[config.mk]
export PLATFORM = sky130hd
export DESIGN_NAME = sha224_hash_core_flat
export DESIGN_NICKNAME = d
export VERILOG_FILES = /design/src/design/sha224_pkg.sv /design/src/design/sha224_if.sv /design/src/design/sha224_hash_core.sv /design/src/design/sha224_datapath.sv /design/src/design/sha224_control.sv /design/src/flat_wrapper.sv
export SDC_FILE = /design/constraint.sdc
export NUM_CORES = 2
export LEC_CHECK = 0
export BUFFER_PORTS_ARGS = -buffer_cell sky130_fd_sc_hd__buf_2
export CAP_MARGIN = 20
export CORE_UTILIZATION = 40
export CTS_CLUSTER_SIZE = 28
export DETAILED_ROUTE_END_ITERATION = 16
export PLACE_DENSITY = 0.62
export SYNTH_ARGS = -nofsm -noshare
export SYNTH_HDL_FRONTEND = slang
export SYNTH_HIERARCHICAL = 1
export SYNTH_SLANG_ARGS = --single-unit
[constraint.sdc]
create_clock -name clock -period 24 [get_ports clock]
set_clock_uncertainty 0.1 [all_clocks]
set_input_delay 2.4 -clock clock [delete_from_list [all_inputs] [get_ports clock]]
set_output_delay 2.4 -clock clock [all_outputs]
set_load 0.01 [all_outputs]
[src/design/sha224_pkg.sv]
// Package with SHA-224 constants, types and a rotate helper function.
`timescale 1ns / 1ps
`default_nettype none
package sha224_pkg;
   localparam int DigestWords = 7;
   localparam int BlockWords = 16;
   localparam int Rounds = 64;

   typedef logic [31:0] word_type;

   typedef enum logic [2:0] {
      WSRC_DATA = 3'b001,
      WSRC_ZERO = 3'b010,
      WSRC_LEN  = 3'b100
   } wsrc_type;

   typedef struct packed {
      logic     push;
      logic     flush;
      logic     pad_push;
      wsrc_type pad_src;
      logic     len_hi;
      logic     start;
      logic     round;
      logic     finish;
      logic     clear;
   } cmd_type;

   typedef struct packed {
      logic       pos_last;
      logic       word_fits;
      logic       flush_fits;
      logic       has_partial;
      logic [3:0] position;
      logic       round_last;
   } status_type;

   localparam word_type InitHash [8] = '{
      32'hc1059ed8, 32'h367cd507, 32'h3070dd17, 32'hf70e5939,
      32'hffc00b31, 32'h68581511, 32'h64f98fa7, 32'hbefa4fa4};

   localparam word_type RoundConst [64] = '{
      32'h428a2f98, 32'h71374491, 32'hb5c0fbcf, 32'he9b5dba5, 32'h3956c25b, 32'h59f111f1,
      32'h923f82a4, 32'hab1c5ed5, 32'hd807aa98, 32'h12835b01, 32'h243185be, 32'h550c7dc3,
      32'h72be5d74, 32'h80deb1fe, 32'h9bdc06a7, 32'hc19bf174, 32'he49b69c1, 32'hefbe4786,
      32'h0fc19dc6, 32'h240ca1cc, 32'h2de92c6f, 32'h4a7484aa, 32'h5cb0a9dc, 32'h76f988da,
      32'h983e5152, 32'ha831c66d, 32'hb00327c8, 32'hbf597fc7, 32'hc6e00bf3, 32'hd5a79147,
      32'h06ca6351, 32'h14292967, 32'h27b70a85, 32'h2e1b2138, 32'h4d2c6dfc, 32'h53380d13,
      32'h650a7354, 32'h766a0abb, 32'h81c2c92e, 32'h92722c85, 32'ha2bfe8a1, 32'ha81a664b,
      32'hc24b8b70, 32'hc76c51a3, 32'hd192e819, 32'hd6990624, 32'hf40e3585, 32'h106aa070,
      32'h19a4c116, 32'h1e376c08, 32'h2748774c, 32'h34b0bcb5, 32'h391c0cb3, 32'h4ed8aa4a,
      32'h5b9cca4f, 32'h682e6ff3, 32'h748f82ee, 32'h78a5636f, 32'h84c87814, 32'h8cc70208,
      32'h90befffa, 32'ha4506ceb, 32'hbef9a3f7, 32'hc67178f2};

   function automatic word_type rotr(input word_type x, input int n);
      rotr = (x >> n) | (x << (32 - n));
   endfunction
endpackage
`default_nettype wire

[src/design/sha224_if.sv]
// Valid/ready channel interfaces for request and response items.
`timescale 1ns / 1ps
`default_nettype none
interface sha224_req_if;
   logic        valid;
   logic        ready;
   logic [31:0] data_word;
   logic [5:0]  valid_bits;
   logic        final_word;
   modport source (output valid, data_word, valid_bits, final_word, input ready);
   modport sink (input valid, data_word, valid_bits, final_word, output ready);
endinterface

interface sha224_rsp_if;
   logic        valid;
   logic        ready;
   logic [31:0] digest_word;
   logic [2:0]  word_index;
   logic        last_result;
   modport source (output valid, digest_word, word_index, last_result, input ready);
   modport sink (input valid, digest_word, word_index, last_result, output ready);
endinterface
`default_nettype wire

[src/design/sha224_hash_core.sv]
// SHA-224 hash core top level.
// Each item is taken in the idle state; an item that completes a block starts its compression.
// A final item adds the padding steps and at most two compressions in all.
// The seven digest items then follow, one a cycle while the sink is ready.
// Sixteen full-width items fill a block; no new item is taken while a block is compressed.
// Synchronous reset loads the SHA-224 initial values and empties the packer.
`timescale 1ns / 1ps
`default_nettype none
module sha224_hash_core
   import sha224_pkg::*;
(
   input wire logic   clock,
   input wire logic   reset,
   sha224_req_if.sink req,
   sha224_rsp_if.source rsp
);
   cmd_type    cmd;
   status_type status;
   logic [2:0] idx;
   logic       last;
   word_type   word;

   sha224_control u_control (
      .clock(clock), .reset(reset),
      .in_valid(req.valid), .in_ready(req.ready), .in_final(req.final_word),
      .out_valid(rsp.valid), .out_ready(rsp.ready),
      .out_index(idx), .out_last(last),
      .cmd(cmd), .status(status));

   sha224_datapath u_datapath (
      .clock(clock), .reset(reset),
      .data_word(req.data_word), .valid_bits(req.valid_bits),
      .cmd(cmd), .status(status),
      .out_index(idx), .out_word(word));

   assign rsp.digest_word = word;
   assign rsp.word_index = idx;
   assign rsp.last_result = last;
endmodule
`default_nettype wire

[src/design/sha224_datapath.sv]
// Bit packer, block store, message schedule and compression round datapath.
`timescale 1ns / 1ps
`default_nettype none
module sha224_datapath
   import sha224_pkg::*;
(
   input  wire logic       clock,
   input  wire logic       reset,
   input  wire logic [31:0] data_word,
   input  wire logic [5:0] valid_bits,
   input  wire cmd_type    cmd,
   output status_type      status,
   input  wire logic [2:0] out_index,
   output word_type        out_word
);
   word_type    chain_ff [8];
   word_type    chain_in [8];
   word_type    sched_ff [16];
   word_type    vars_ff [8];
   logic [63:0] len_ff;
   word_type    part_ff;
   logic [5:0]  fill_ff;
   logic [3:0]  pos_ff;
   logic [5:0]  round_ff;

   logic [5:0]  lim_bits;
   logic [5:0]  nbits;
   logic [63:0] acc;
   logic [63:0] mask;
   logic [6:0]  total;
   logic        do_push;
   word_type    push_word;
   logic [5:0]  add_bits;
   word_type    w_cur, s0, s1, t1, t2, w_new;
   word_type    wa, we;

   always_comb begin
      lim_bits = (valid_bits > 6'd32) ? 6'd32 : valid_bits;
      nbits = lim_bits;
      if (cmd.flush) begin
         nbits = 6'd1;
      end
      mask = (64'hFFFFFFFF << (7'd32 - {1'b0, nbits})) & 64'hFFFFFFFF;
      acc = {part_ff, 32'h0} |
            ((({32'h0, (cmd.flush ? 32'h80000000 : data_word)} & mask)) << (7'd32 - {1'b0, fill_ff}));
      total = {1'b0, fill_ff} + {1'b0, nbits};
      add_bits = cmd.flush ? 6'd0 : nbits;
      do_push = 1'b0;
      push_word = acc[63:32];
      if (cmd.push && nbits != 6'd0 && total >= 7'd32) begin
         do_push = 1'b1;
      end
      if (cmd.pad_push) begin
         do_push = 1'b1;
         unique case (cmd.pad_src)
            WSRC_DATA: push_word = part_ff;
            WSRC_ZERO: push_word = 32'h0;
            WSRC_LEN:  push_word = cmd.len_hi ? len_ff[63:32] : len_ff[31:0];
            default:   push_word = 32'h0;
         endcase
      end
   end

   assign wa = vars_ff[0];
   assign we = vars_ff[4];
   assign s0 = rotr(sched_ff[1], 7) ^ rotr(sched_ff[1], 18) ^ (sched_ff[1] >> 3);
   assign s1 = rotr(sched_ff[14], 17) ^ rotr(sched_ff[14], 19) ^ (sched_ff[14] >> 10);
   assign w_cur = sched_ff[0];
   assign w_new = sched_ff[0] + s0 + sched_ff[9] + s1;
   assign t1 = vars_ff[7] + (rotr(we, 6) ^ rotr(we, 11) ^ rotr(we, 25))
             + ((we & vars_ff[5]) ^ (~we & vars_ff[6])) + RoundConst[round_ff] + w_cur;
   assign t2 = (rotr(wa, 2) ^ rotr(wa, 13) ^ rotr(wa, 22))
             + ((wa & vars_ff[1]) ^ (wa & vars_ff[2]) ^ (vars_ff[1] & vars_ff[2]));

   always_comb begin
      for (int i = 0; i < 8; i++) begin
         chain_in[i] = chain_ff[i] + vars_ff[i];
      end
   end

   always_ff @(posedge clock) begin
      if (reset || cmd.clear) begin
         for (int i = 0; i < 8; i++) chain_ff[i] <= InitHash[i];
         len_ff <= '0;
         part_ff <= '0;
         fill_ff <= '0;
         pos_ff <= '0;
         round_ff <= '0;
      end else begin
         if (cmd.push) begin
            len_ff <= len_ff + {58'h0, add_bits};
            if (nbits != 6'd0) begin
               if (total >= 7'd32) begin
                  part_ff <= acc[31:0];
                  fill_ff <= 6'(total - 7'd32);
               end else begin
                  part_ff <= acc[63:32];
                  fill_ff <= total[5:0];
               end
            end
         end
         if (cmd.pad_push && cmd.pad_src == WSRC_DATA) begin
            part_ff <= '0;
            fill_ff <= '0;
         end
         if (do_push) begin
            pos_ff <= pos_ff + 4'd1;
         end
         if (cmd.start) begin
            for (int i = 0; i < 8; i++) vars_ff[i] <= chain_ff[i];
            round_ff <= '0;
         end
         if (cmd.round) begin
            vars_ff[7] <= vars_ff[6];
            vars_ff[6] <= vars_ff[5];
            vars_ff[5] <= vars_ff[4];
            vars_ff[4] <= vars_ff[3] + t1;
            vars_ff[3] <= vars_ff[2];
            vars_ff[2] <= vars_ff[1];
            vars_ff[1] <= vars_ff[0];
            vars_ff[0] <= t1 + t2;
            for (int i = 0; i < 15; i++) sched_ff[i] <= sched_ff[i + 1];
            sched_ff[15] <= w_new;
            round_ff <= round_ff + 6'd1;
         end
         if (cmd.finish) begin
            for (int i = 0; i < 8; i++) chain_ff[i] <= chain_in[i];
         end
      end
      if (do_push && !reset && !cmd.clear) begin
         sched_ff[pos_ff] <= push_word;
      end
   end

   always_comb begin
      status.pos_last = pos_ff == 4'd15;
      status.word_fits = lim_bits != 6'd0 &&
                         ({1'b0, fill_ff} + {1'b0, lim_bits}) >= 7'd32;
      status.flush_fits = fill_ff == 6'd31;
      status.has_partial = fill_ff != 6'd0;
      status.position = pos_ff;
      status.round_last = round_ff == 6'(Rounds - 1);
   end

   assign out_word = chain_ff[out_index];
endmodule
`default_nettype wire

[src/design/sha224_control.sv]
// Controller state machine sequencing packing, padding, rounds and output.
`timescale 1ns / 1ps
`default_nettype none
module sha224_control
   import sha224_pkg::*;
(
   input  wire logic       clock,
   input  wire logic       reset,
   input  wire logic       in_valid,
   output logic            in_ready,
   input  wire logic       in_final,
   output logic            out_valid,
   input  wire logic       out_ready,
   output logic [2:0]      out_index,
   output logic            out_last,
   output cmd_type         cmd,
   input  wire status_type status
);
   typedef enum logic [7:0] {
      S_IDLE   = 8'b00000001,
      S_FLUSH  = 8'b00000010,
      S_PART   = 8'b00000100,
      S_PAD    = 8'b00001000,
      S_START  = 8'b00010000,
      S_ROUND  = 8'b00100000,
      S_FINISH = 8'b01000000,
      S_OUT    = 8'b10000000
   } state_type;

   state_type  state_ff, state_in;
   state_type  resume_ff, resume_in;
   logic       hi_ff, hi_in;
   logic [2:0] idx_ff, idx_in;
   logic       accept;

   assign in_ready = state_ff == S_IDLE;
   assign accept = in_valid && in_ready;
   assign out_valid = state_ff == S_OUT;
   assign out_index = idx_ff;
   assign out_last = idx_ff == 3'(DigestWords - 1);

   always_comb begin
      cmd = '0;
      cmd.pad_src = WSRC_ZERO;
      state_in = state_ff;
      resume_in = resume_ff;
      hi_in = hi_ff;
      idx_in = idx_ff;
      unique case (state_ff)
         S_IDLE: begin
            if (accept) begin
               cmd.push = 1'b1;
               if (status.pos_last && status.word_fits) begin
                  resume_in = in_final ? S_FLUSH : S_IDLE;
                  state_in = S_START;
               end else if (in_final) begin
                  state_in = S_FLUSH;
               end
            end
         end
         S_FLUSH: begin
            cmd.push = 1'b1;
            cmd.flush = 1'b1;
            if (status.pos_last && status.flush_fits) begin
               resume_in = S_PART;
               state_in = S_START;
            end else begin
               state_in = S_PART;
            end
         end
         S_PART: begin
            if (status.has_partial) begin
               cmd.pad_push = 1'b1;
               cmd.pad_src = WSRC_DATA;
            end
            if (status.has_partial && status.pos_last) begin
               resume_in = S_PAD;
               state_in = S_START;
            end else begin
               state_in = S_PAD;
            end
         end
         S_PAD: begin
            cmd.pad_push = 1'b1;
            if (status.position == 4'(BlockWords - 2)) begin
               cmd.pad_src = WSRC_LEN;
               cmd.len_hi = 1'b1;
               hi_in = 1'b1;
            end else if (status.pos_last && hi_ff) begin
               cmd.pad_src = WSRC_LEN;
            end
            if (status.pos_last) begin
               resume_in = hi_ff ? S_OUT : S_PAD;
               state_in = S_START;
            end
         end
         S_START: begin
            cmd.start = 1'b1;
            state_in = S_ROUND;
         end
         S_ROUND: begin
            cmd.round = 1'b1;
            if (status.round_last) state_in = S_FINISH;
         end
         S_FINISH: begin
            cmd.finish = 1'b1;
            state_in = resume_ff;
         end
         S_OUT: begin
            if (out_ready) begin
               idx_in = idx_ff + 3'd1;
               if (out_last) begin
                  idx_in = '0;
                  hi_in = 1'b0;
                  cmd.clear = 1'b1;
                  state_in = S_IDLE;
               end
            end
         end
         default: state_in = S_IDLE;
      endcase
   end

   always_ff @(posedge clock) begin
      if (reset) begin
         state_ff <= S_IDLE;
         resume_ff <= S_IDLE;
         hi_ff <= 1'b0;
         idx_ff <= '0;
      end else begin
         state_ff <= state_in;
         resume_ff <= resume_in;
         hi_ff <= hi_in;
         idx_ff <= idx_in;
      end
   end

   assert property (@(posedge clock) disable iff (reset)
      out_valid && !out_ready |=> out_valid && $stable(out_index))
      else $error("response item dropped while stalled");
   assert property (@(posedge clock) disable iff (reset)
      cmd.round |-> !in_ready)
      else $error("input accepted during compression");
   assert property (@(posedge clock) disable iff (reset)
      cmd.clear |-> out_last && out_ready)
      else $error("state cleared before the last digest item");
endmodule
`default_nettype wire
[src/flat_wrapper.sv]
// flat-port wrapper written by rule: the top's interface ports become plain ports
module sha224_hash_core_flat import sha224_pkg::*;
  (clock, reset, req_valid, req_data_word, req_valid_bits, req_final_word, req_ready, rsp_valid, rsp_digest_word, rsp_word_index, rsp_last_result, rsp_ready);
  sha224_req_if req_i ();
  sha224_rsp_if rsp_i ();
  input wire logic clock;
  input wire logic reset;
  input wire logic [$bits(req_i.valid)-1:0] req_valid;
  input wire logic [$bits(req_i.data_word)-1:0] req_data_word;
  input wire logic [$bits(req_i.valid_bits)-1:0] req_valid_bits;
  input wire logic [$bits(req_i.final_word)-1:0] req_final_word;
  output wire logic [$bits(req_i.ready)-1:0] req_ready;
  output wire logic [$bits(rsp_i.valid)-1:0] rsp_valid;
  output wire logic [$bits(rsp_i.digest_word)-1:0] rsp_digest_word;
  output wire logic [$bits(rsp_i.word_index)-1:0] rsp_word_index;
  output wire logic [$bits(rsp_i.last_result)-1:0] rsp_last_result;
  input wire logic [$bits(rsp_i.ready)-1:0] rsp_ready;
  assign req_i.valid = req_valid;
  assign req_i.data_word = req_data_word;
  assign req_i.valid_bits = req_valid_bits;
  assign req_i.final_word = req_final_word;
  assign req_ready = req_i.ready;
  assign rsp_valid = rsp_i.valid;
  assign rsp_digest_word = rsp_i.digest_word;
  assign rsp_word_index = rsp_i.word_index;
  assign rsp_last_result = rsp_i.last_result;
  assign rsp_i.ready = rsp_ready;
  sha224_hash_core u_core (.clock(clock), .reset(reset), .req(req_i), .rsp(rsp_i));
endmodule
==> summary.txt <==
Floorplan
  – Initial core utilization: 40.40%
  – Die ar.: 204100 um2
  – # rows: 164
  – Die Wd: 451.7 um
  – Die height: 451.7 um
  – Core area: 200300 um2
  – Io pins: 81

Synth
  – Number of synthesized flops with an enable pin: 1024
  – Syn Inst Count: 8494
  – Synthesized area: 80910 um2
  – Seq cells post-synth: 1153
  – Synth Area per Inst: 9.525 um2
  – Net count after synthesis: 9150
  – Ys flop type: edfxtp_1
  – Ys async rst share: 0%
  – Netlist cell types: 118
  – Register area share after synthesis: 41.20%
  – Yosys warning total: 6

Final layout
  – Fillers: 19220
  – Area growth from synthesis to layout: 9.384%
  – Register area: 33350 um2
  – Layout cells sized above 1: 8.222%
  – Layout Utilization: 44.19%
  – Nets: 9033
  – Multi-input logic area: 44690 um2
  – Design area: 88500 um2

Power and ir drop
  – Power per standard cell area: 71.41 nW/um2
  – Maximum VDD drop: 0.06680 mV
  – Pleak: 0.03396 uW

CTS
  – CTS Sinks: 1153
  – Clock Tree Buf Depth: 3
  – Clock transition at the registers of the reported paths: 0.06 ns
  – CTS tree: yes
  – # hold bufs at CTS: 0
  – Post-CTS Setup Bufs: 0
  – CTS buffer count: 136
  – Post-CTS Resized: 0
  – CTS H-tree depth: 4
  – Skew-Pair Late Insertion Delay: 0.80 ns
  – Root buf cell: clkbuf_16

STA
  – Final WS setup: 12.85 ns
  – Fin crit period: 11.15 ns
  – # setup viols final: 0
  – Setup TNS: 0 ns
  – Final period utilization: 46.48%
  – F_max: 89.65 MHz
  – Worst-margin pin slew: 1.147 ns
  – Final hold slack: 0.3518 ns
  – Final Hold Viols: 0
  – Final Max Tran Viols: 0
  – Headroom to the max-slew limit: 22.82%
  – RSZ-0062 raised after global routing: no

Job
  – Max_cap viols: 0

Route
  – Routed vias/inst: 5.967
  – Drc violations: 0
  – 1st-iter DRT viols: 7378
  – Wire per inst: 25.88 um
  – Routed vias: 66520
  – DRT antenna net count: 0
  – First drt pass iteration count: 6
  – Final WL: 288.4 mm

Setup path
  – CP bufs+invs: 6
  – Crit path max-delay family: compound AO/OA/AOI/OAI gates
  – Worst Path Arrival: 11.70 ns
  – CP Launch Type: register
  – Req. time, crit path: 24.55 ns
  – Worst path max stage delay: 0.78 ns
  – Slowest cell on the critical path: o21ai_0
  – CP Max Fanout: 16
  – Crit. End Element: register
  – Crit Path Class: reg -> reg

Placed design
  – Placer Congestion: 0.9488
  – Post-DP HPWL: 211.0 mm
  – Setup WS pre-CTS: 12.92 ns
  – Placed Instance Area: 84030 um2
  – Port Buffers: 80

Global route
  – Largest net degree at the start of global routing: 127
  – GRT Total Usage: 27.62%
  – First-pass GRT wire length: 423.3 mm
  – Total gr overflow: 0
  – Initial antenna violation count: 3
  – Vias in the first global route: 63410

Worst hold path
  – HP Class: reg -> reg

Status
  – Status: completed
-- metrics by stage --
step / instances / power (uW)
floorplan: 8494 / 3429
global placement: 10890 / 4188
detailed placement: 10890 / 4197
CTS: 11140 / 6319
global route: 11150 / 6536
finish: 11150 / 6320
-- tightest hold or removal path, stage by stage (launching register included) --
cell     delay, ns
dfxtp_1       0.31
inv_1         0.05
a21oi_1       0.05
-- metal layers --
metal / part of all wire (%) / track usage [%] / up-vias
li1: - / - / 30240
met2: 45 / 42.79 / 2798
met4: 5.2 / 12.99 / 0
met3: 7.3 / 4.395 / 533
met5: 0 / 0 / -
met1: 43 / 37.76 / 32950
-- sequential cells by signal (all words and copies together) (netlist names) --
register and count:
u_core/u_datapath/sched_ff 512, u_core/u_datapath/chain_ff 256, u_core/u_datapath/vars_ff 256, u_core/u_datapath/len_ff 64
u_core/u_datapath/part_ff 32, u_core/u_control/state_ff 8, u_core/u_datapath/fill_ff 6, u_core/u_datapath/round_ff 6
u_core/u_control/resume_ff 5, u_core/u_datapath/pos_ff 4, u_core/u_control/out_index 3, u_core/u_control/hi_ff 1
-- path summary, 6_finish.rpt --
check,start,to,slack (ns),depth (start not counted)
min reg2reg,u_core/u_datapath/part_ff[30],u_core/u_datapath/part_ff[30],0.35,2
max,u_core/u_datapath/round_ff[1],u_core/u_datapath/vars_ff[0][31],12.85,37
max reg2reg,u_core/u_datapath/round_ff[1],u_core/u_datapath/vars_ff[0][31],12.85,37
min,u_core/u_datapath/part_ff[30],u_core/u_datapath/part_ff[30],0.35,2
-- Yosys cell counts (88+ instances only) --
cell type | count | area, um2
nor2_1 | 587 | 2203
clkbuf_1 | 388 | 1456
a21o_1 | 193 | 1449
xor2_1 | 226 | 1979
ha_1 | 415 | 5192
a21oi_1 | 394 | 1972
nand2b_1 | 88 | 550.5
o21ai_0 | 841 | 4209
nand3_1 | 138 | 690.7
fa_1 | 198 | 3964
edfxtp_1 | 1024 | 30750
nand2_1 | 1531 | 5747
o21a_1 | 95 | 713.2
a31oi_1 | 91 | 569.3
xnor2_1 | 393 | 3442
dfxtp_1 | 129 | 2582
nor3_1 | 131 | 655.6
inv_1 | 346 | 1299
-- kinds of logic after synthesis --
family | synth area share, %
xor gates and xnor gates | 6.729
muxes | 4.035
adders and majority gates | 11.37
buffers and inverters | 3.896
DFF | 41.20
and+or+nand+nor | 15.25
AOI/OAI and AO/OA | 17.53
-- layout make-up --
class / count / share of cell area [%]
antenna: 2 / 0.005655
clock buffer: 167 / 4.012
clock inverter: 83 / 0.9869
inverter: 349 / 1.480
multi-input combinational: 6526 / 50.49
sequential: 1153 / 37.68
tap: 2656 / 3.755
timing repair buffer: 211 / 1.583
-- where the power goes --
part,switching [uW],internal (uW)
registers,52.0,2220
clock network,911,1210
logic,1370,563
total,2330,3990
-- cell usage in the layout, fill, tap and decap left out, types with 33 or more instances in the layout --
cell type / synthesis / routed
nand2_1: 1531 / 1527
edfxtp_1: 1024 / 1024
o21ai_0: 841 / 840
nor2_1: 587 / 584
ha_1: 415 / 415
a21oi_1: 394 / 393
xnor2_1: 393 / 390
inv_1: 346 / 346
xor2_1: 226 / 223
fa_1: 198 / 198
a21o_1: 193 / 193
clkbuf_16: 0 / 137
nor3_1: 131 / 131
buf_4: 2 / 128
nand3_1: 138 / 123
dfxtp_1: 129 / 122
o21a_1: 95 / 95
a31oi_1: 91 / 90
nand2b_1: 88 / 88
a211oi_1: 83 / 83
mux2i_1: 82 / 82
buf_2: 35 / 80
mux4_2: 79 / 79
o21ai_1: 66 / 65
nor2b_1: 65 / 65
and3_1: 65 / 65
mux2_2: 59 / 59
o211ai_1: 44 / 44
or3_1: 45 / 44
o21bai_1: 35 / 35
clkinv_1: 2 / 33
No activity file was read; power rests on OpenSTA's default activity.
